## config.mk

```make
export PLATFORM = sky130hd
export DESIGN_NAME = periodic_frame_scheduler
export DESIGN_NICKNAME = d
export VERILOG_FILES = /design/src/rtl/pfs_pkg.sv /design/src/rtl/periodic_frame_scheduler.sv
export VERILOG_INCLUDE_DIRS = /design/src /design/src/rtl
export SDC_FILE = /design/constraint.sdc
export NUM_CORES = 2
export LEC_CHECK = 0
export CORE_ASPECT_RATIO = 1.25
export CORE_MARGIN = 3
export CORE_UTILIZATION = 35
export DETAILED_ROUTE_END_ITERATION = 10
export DONT_BUFFER_PORTS = 1
export PLACE_DENSITY = 0.56
export SLEW_MARGIN = 40
export SYNTH_ARGS = -nofsm -noshare
export SYNTH_HDL_FRONTEND = slang
export SYNTH_SLANG_ARGS = --single-unit
```

## constraint.sdc

```tcl
create_clock -name clk -period 18.89 [get_ports clk]
set_clock_uncertainty 0.05 [all_clocks]
set_input_delay 0.9445 -clock clk [delete_from_list [all_inputs] [get_ports clk]]
set_output_delay 0.9445 -clock clk [all_outputs]
set_load 0.05 [all_outputs]
```

## src/rtl/assert_macros.svh

```systemverilog
// Assertion macros shared by the scheduler RTL.
`ifndef ASSERT_MACROS_SVH
`define ASSERT_MACROS_SVH

// Condition implies consequence in the same cycle.
`define ASSERT_SAME(label, cond, cons) \
  label: assert property (@(posedge clk) disable iff (rst) (cond) |-> (cons)) \
    else $error("assertion failed");

// Condition implies consequence in the next cycle.
`define ASSERT_NEXT(label, cond, cons) \
  label: assert property (@(posedge clk) disable iff (rst) (cond) |=> (cons)) \
    else $error("assertion failed");

`endif

```

## src/rtl/pfs_pkg.sv

```systemverilog
// Types, codes and sizes for the periodic frame scheduler.
`timescale 1ns / 1ps
`default_nettype none

package pfs_pkg;

  localparam int MAX_ENTRIES = 16;
  localparam int IDX_W       = $clog2(MAX_ENTRIES);
  localparam int CNT_W       = $clog2(MAX_ENTRIES + 1);

  typedef enum logic [1:0] {
    FUNC_ADD    = 2'd0,
    FUNC_REMOVE = 2'd1,
    FUNC_TICK   = 2'd2,
    FUNC_NOP    = 2'd3
  } func_t;

  typedef enum logic [2:0] {
    ST_OK        = 3'd0,
    ST_DUPLICATE = 3'd1,
    ST_FULL      = 3'd2,
    ST_ZERO      = 3'd3,
    ST_NOT_FOUND = 3'd4
  } status_t;

  typedef struct packed {
    func_t       func;
    logic [28:0] frame_id;
    logic        id_extended;
    logic [3:0]  payload_length;
    logic [15:0] send_period;
    logic [31:0] now_ms;
    logic [1:0]  free_slots;
  } req_t;

  typedef struct packed {
    logic        kind;
    status_t     status;
    logic [28:0] due_id;
    logic        due_extended;
    logic [3:0]  due_length;
    logic [3:0]  slot_index;
    logic        final_item;
  } rsp_t;

  typedef struct packed {
    logic [28:0] id;
    logic        extended;
    logic [3:0]  length;
    logic [15:0] period;
    logic [31:0] last_time;
  } entry_t;

endpackage

`default_nettype wire

```

## src/rtl/periodic_frame_scheduler.sv

```systemverilog
// Periodic frame scheduler: entry table, sequencer and one result register.
// Steps per request: add checks each entry, then appends, then gives its status; remove
// searches and shifts the later entries down; tick visits each entry, then ends the scan.
// Input is stalled meanwhile, so a new request is taken only once the previous one is
// done, and a stall on the result side holds the sequencer as well.
// Reset (rst, synchronous) clears count and sequencer; only entries below count are read.
`timescale 1ns / 1ps
`default_nettype none

`include "assert_macros.svh"

module periodic_frame_scheduler (
  input  wire logic          clk,
  input  wire logic          rst,
  input  wire logic          req_valid,
  output      logic          req_stall,
  input  wire pfs_pkg::req_t req,
  output      logic          rsp_valid,
  input  wire logic          rsp_stall,
  output      pfs_pkg::rsp_t rsp
);
  import pfs_pkg::*;

  typedef enum logic [4:0] {
    S_IDLE   = 5'b00001,
    S_CHECK  = 5'b00010,
    S_SHIFT  = 5'b00100,
    S_APPEND = 5'b01000,
    S_DONE   = 5'b10000
  } state_t;

  state_t            state, state_next;
  logic [IDX_W-1:0]  idx, idx_next;
  logic [CNT_W-1:0]  count, count_next;
  logic [1:0]        slots, slots_next;
  status_t           st, st_next;
  req_t              req_q;
  entry_t            mem [MAX_ENTRIES];
  entry_t            rd_q;
  logic              wr_en;
  logic [IDX_W-1:0]  wr_addr;
  entry_t            wr_data;
  logic              load_rsp;
  rsp_t              rsp_next;
  logic              emit_ok;
  logic              accept;
  logic [CNT_W-1:0]  idx_inc;
  logic              last;
  logic [31:0]       due_time;

  assign req_stall = (state != S_IDLE);
  assign accept    = req_valid && !req_stall;
  assign emit_ok   = !rsp_valid || !rsp_stall;
  assign idx_inc   = CNT_W'(idx) + CNT_W'(1);
  assign last      = (idx_inc == count);
  assign due_time  = rd_q.last_time + 32'(rd_q.period);

  // Sequence the table walk
  always_comb begin
    state_next = state;
    idx_next   = idx;
    count_next = count;
    slots_next = slots;
    st_next    = st;
    wr_en      = 1'b0;
    wr_addr    = idx;
    wr_data    = rd_q;
    load_rsp   = 1'b0;
    rsp_next   = '0;
    unique case (state)
      S_IDLE: begin
        if (accept) begin
          idx_next   = '0;
          slots_next = req.free_slots;
          st_next    = ST_OK;
          unique case (req.func)
            FUNC_ADD: begin
              if (count >= CNT_W'(MAX_ENTRIES - 1)) begin
                st_next    = ST_FULL;
                state_next = S_DONE;
              end else if (req.send_period == '0) begin
                st_next    = ST_ZERO;
                state_next = S_DONE;
              end else if (count == '0) begin
                state_next = S_APPEND;
              end else begin
                state_next = S_CHECK;
              end
            end
            FUNC_REMOVE: begin
              if (count == '0) begin
                st_next    = ST_NOT_FOUND;
                state_next = S_DONE;
              end else begin
                state_next = S_CHECK;
              end
            end
            FUNC_TICK: begin
              state_next = (count == '0) ? S_DONE : S_CHECK;
            end
            FUNC_NOP: begin
              state_next = S_DONE;
            end
          endcase
        end
      end
      S_CHECK: begin
        unique case (req_q.func)
          FUNC_ADD: begin
            if (rd_q.id == req_q.frame_id) begin
              st_next    = ST_DUPLICATE;
              state_next = S_DONE;
            end else if (last) begin
              state_next = S_APPEND;
            end else begin
              idx_next = IDX_W'(idx_inc);
            end
          end
          FUNC_REMOVE: begin
            if (rd_q.id == req_q.frame_id) begin
              if (last) begin
                count_next = count - CNT_W'(1);
                state_next = S_DONE;
              end else begin
                idx_next   = IDX_W'(idx_inc);
                state_next = S_SHIFT;
              end
            end else if (last) begin
              st_next    = ST_NOT_FOUND;
              state_next = S_DONE;
            end else begin
              idx_next = IDX_W'(idx_inc);
            end
          end
          FUNC_TICK, FUNC_NOP: begin
            if (req_q.now_ms > due_time) begin
              if (slots == '0) begin
                state_next = S_DONE;
              end else if (emit_ok) begin
                // Emit the due frame and restamp it
                load_rsp              = 1'b1;
                rsp_next.kind         = 1'b1;
                rsp_next.status       = ST_OK;
                rsp_next.due_id       = rd_q.id;
                rsp_next.due_extended = rd_q.extended;
                rsp_next.due_length   = rd_q.length;
                rsp_next.slot_index   = 4'(idx);
                rsp_next.final_item   = 1'b0;
                wr_en                 = 1'b1;
                wr_data.last_time     = req_q.now_ms;
                slots_next            = slots - 2'd1;
                if (last) begin
                  state_next = S_DONE;
                end else begin
                  idx_next = IDX_W'(idx_inc);
                end
              end
            end else if (last) begin
              state_next = S_DONE;
            end else begin
              idx_next = IDX_W'(idx_inc);
            end
          end
        endcase
      end
      S_SHIFT: begin
        // Move entry down one place to close the gap
        wr_en   = 1'b1;
        wr_addr = idx - IDX_W'(1);
        wr_data = rd_q;
        if (last) begin
          count_next = count - CNT_W'(1);
          state_next = S_DONE;
        end else begin
          idx_next = IDX_W'(idx_inc);
        end
      end
      S_APPEND: begin
        wr_en             = 1'b1;
        wr_addr           = IDX_W'(count);
        wr_data.id        = req_q.frame_id;
        wr_data.extended  = req_q.id_extended;
        wr_data.length    = req_q.payload_length;
        wr_data.period    = req_q.send_period;
        wr_data.last_time = req_q.now_ms;
        count_next        = count + CNT_W'(1);
        state_next        = S_DONE;
      end
      S_DONE: begin
        if (emit_ok) begin
          load_rsp            = 1'b1;
          rsp_next.status     = st;
          rsp_next.final_item = 1'b1;
          state_next          = S_IDLE;
        end
      end
    endcase
  end

  // Control registers
  always_ff @(posedge clk) begin
    if (rst) begin
      state <= S_IDLE;
      count <= '0;
      idx   <= '0;
      slots <= '0;
      st    <= ST_OK;
    end else begin
      state <= state_next;
      count <= count_next;
      idx   <= idx_next;
      slots <= slots_next;
      st    <= st_next;
    end
  end

  // Hold the accepted request beat
  always_ff @(posedge clk) begin
    if (accept) begin
      req_q <= req;
    end
  end

  // Entry table: one write port, one registered read port
  always_ff @(posedge clk) begin
    if (wr_en) begin
      mem[wr_addr] <= wr_data;
    end
    rd_q <= mem[idx_next];
  end

  // Result register
  always_ff @(posedge clk) begin
    if (rst) begin
      rsp_valid <= 1'b0;
    end else if (load_rsp) begin
      rsp_valid <= 1'b1;
    end else if (!rsp_stall) begin
      rsp_valid <= 1'b0;
    end
  end

  always_ff @(posedge clk) begin
    if (load_rsp) begin
      rsp <= rsp_next;
    end
  end

  `ASSERT_SAME(a_count_bound, 1'b1, count <= CNT_W'(MAX_ENTRIES - 1))
  `ASSERT_SAME(a_shift_in_range, state == S_SHIFT, CNT_W'(idx) < count)
  `ASSERT_NEXT(a_append_grows, state == S_APPEND, count == $past(count) + CNT_W'(1))
  `ASSERT_SAME(a_frame_not_final, rsp_valid && rsp.kind, !rsp.final_item)
  `ASSERT_SAME(a_load_only_free, load_rsp, emit_ok)

endmodule

`default_nettype wire

```

==> summary.txt <==
Run status
  – Status: complete, no violations

Setup path
  – Worst Setup End Kind: flop
  – Cell mode on critical path: a21oi_1
  – Req. time, crit path: 19.45 ns
  – Max incr delay on CP: 0.64 ns
  – R2R setup slack: 10.39 ns
  – Critical path's slowest cell: buf_4
  – WS Path Type: flop to flop
  – R2R depth: 30
  – Crit Path Max Fanout: 85
  – Startpoint Class: flop
  – Worst Path Arrival: 9.06 ns

Min path
  – Hold path cells: 1
  – Hold Path Class: primary input to flop

Clock network
  – Post-CTS setup buffers: 0
  – CTS buffer count: 162
  – H-Tree Depth: 4
  – CTS tree: built
  – Worst-path clk slew: 0.06 ns
  – Resized cells post-CTS: 0
  – Sink Count: 1541
  – Clock root buffer: clkbuf_16
  – Clock latency on the worst-skew pair: 0.78 ns
  – Hold Buf Count CTS: 0
  – Clock buffer depth: 3

STA
  – Final setup margin: 10.39 ns
  – Final Hold Vio Count: 0
  – RSZ-0062 raised after global routing: no
  – Worst Tran Pin Value: 0.850 ns
  – Post-layout minimum cycle time: 8.50 ns
  – Fmax: 0.118 GHz
  – Worst hold slack: 0.187 ns
  – # setup viols final: 0
  – Rel. slew slack: 0.434
  – Total Neg Setup Slack: 0 ns
  – Fin. max-slew vios: 0
  – Period utilisation layout: 0.450

Power and ir drop
  – Design Power: 7.28 mW
  – Leakage: 25.5 nW
  – Combinational Power Share: 0.047
  – Seq pwr share: 0.533
  – Switching Share: 0.218
  – Power Density: 105 mW/mm2
  – Clock share of power: 0.420
  – Switching power: 1.59 mW
  – Internal power: 5.69 mW
  – Worst IR Drop VDD: 0.0741 mV

Floorplanning
  – Site row count: 170
  – Die span in y: 473 um
  – Die area: 0.180 mm2
  – Die width: 380 um
  – Core Region: 0.173 mm2
  – I/O pin count: 135
  – Starting Density: 0.354

Yosys
  – Post-Syn Nets: 3763
  – Sequential fraction of the synthesis area: 0.740
  – Post-synth ARST share: 0
  – Synth Flop Type: edfxtp_1
  – Avg Synthesized Cell Area: 16.9 um2
  – Post-synth EDFFs: 1439
  – Synth Instances: 3611
  – Post-synthesis cell area: 0.0611 mm2
  – Synth Register Bits: 1541
  – Netlist cell types: 73
  – Ys Warns: 0

Layout
  – Area growth syn-to-layout: 13.3%
  – Final non-filler cell area: 0.0693 mm2
  – Final #Nets: 3829
  – Post-route insts no fill: 6148
  – Util after Layout: 0.401
  – Layout cell share with drive strength beyond 1: 0.144

Placement
  – Detailed placement HPWL: 86400 um
  – GPL Wtd Cong: 0.830
  – Pre-CTS WS: 10.61 ns
  – PortBufs: 0
  – DP Area: 0.0640 mm2
  – DP Cell Count: 5830

Global routing
  – All-layer global routing usage: 0.171
  – Vias in the first global route: 32457
  – Largest net degree at the start of global routing: 126
  – First-pass GRT wire length: 226000 um
  – Gr ovfl total: 0
  – Initial antenna violation count: 12

Route
  – Final WL: 156000 um
  – Post-route ant nets: 0
  – Post-route DRC: 0
  – DRT iter0 DRCs: 2980
  – Routed len/inst: 25.4 um
  – Pre-Repair DR Iteration Count: 5
  – Total number of vias: 32373
  – Via-to-Cell Ratio: 5.27

Job
  – MaxCap Viol Count: 0
[cell usage after synthesis, drive strengths merged (47+ instances only)]
master     n  share of area
edfxtp  1439           0.71
mux2i    412          0.067
nand2    362          0.022
a22oi    165          0.020
nor2     159         0.0099
mux2     115          0.021
o21ai    104         0.0085
dfxtp    102          0.033
buf       99          0.012
a211oi    88          0.011
mux4      82          0.030
clkbuf    76         0.0047
ha        60          0.012
xnor2     56         0.0080
a21oi     47         0.0038
[cells by family after synthesis]
group | synth area share
compound gates | 0.0527
xor+xnor | 0.00974
fa+ha+maj | 0.0129
buf+inv | 0.0182
flops | 0.740
mux | 0.119
simple gates | 0.0475
[worst max-delay path, delay by kind of cell (launching register included)]
kind	cells	cell delay, ns
buf+inv	7	2.41
flops	1	0.34
fa+ha+maj	3	0.84
simple gates	5	1.07
compound gates	13	2.81
mux	1	0.40
xor+xnor	1	0.10
[state kept, by name, summed over array words and instances (netlist names)]
register and cells:
count 5, idx 4, mem 1312, rd_q 82, req_q 84, rsp 43, rsp_valid 1, slots 2
st 3, state 5
[power by group through the flow]
stage | logic, mW | registers [mW] | clock network, mW
final | 0.341 | 3.88 | 3.06
after global routing | 0.378 | 3.88 | 3.26
after CTS | 0.341 | 3.88 | 3.12
after detailed placement | 0.340 | 3.95 | 0
after global placement | 0.333 | 3.95 | 0
after floorplan | 0.247 | 3.92 | 0
[metal layers]
layer | routed length (um) | GRT usage
met1 | 70600 | 0.244
met2 | 70400 | 0.261
met3 | 12200 | 0.0436
met4 | 3220 | 0.0442
met5 | 69 | 0
[worst paths after layout]
kind | from | to
hold / removal | rst | st[1]$_SDFFE_PP0P_
setup reg to reg | rd_q[0]$_DFF_P_ | rd_q[52]$_DFF_P_
hold reg to reg | st[2]$_SDFFE_PP0P_ | st[2]$_SDFFE_PP0P_
setup / recovery | rd_q[0]$_DFF_P_ | rd_q[52]$_DFF_P_
[layout make-up]
cell class / instances / area [um2]
Clock inverter: 53 / 480
Timing Repair Buffer: 77 / 883
Clock buffer: 249 / 4640
Multi-Input combinational cell: 1871 / 15000
Fill cell: 15753 / 103000
Tap cell: 2322 / 2910
Sequential cell: 1541 / 45300
Inverter: 24 / 90.1
Antenna cell: 11 / 27.5
[cell usage in the layout, fill, tap and decap left out, types with 6 or more instances in the layout]
cell and instances:
a211oi_1 85, a21oi_1 44, a22oi_1 165, a31oi_1 8
and2_1 42, and3_1 6, buf_12 7, buf_16 6
buf_4 41, buf_6 20, clkbuf_1 67, clkbuf_16 167
clkbuf_8 15, clkinv_1 9, clkinv_2 22, clkinv_8 6
clkinvlp_4 6, dfxtp_1 102, diode_2 11, edfxtp_1 1439
ha_1 60, inv_1 23, mux2_2 115, mux2i_1 412
mux4_2 82, nand2_1 361, nand2b_1 7, nand3_1 8
nand4_1 19, nor2_1 141, nor2_4 17, nor2b_1 8
nor3_1 15, nor3b_1 7, nor4_1 7, o21ai_0 46
o21ai_1 57, or2_2 7, xnor2_1 56, xor2_1 12
No activity file was read; power rests on OpenSTA's default activity.
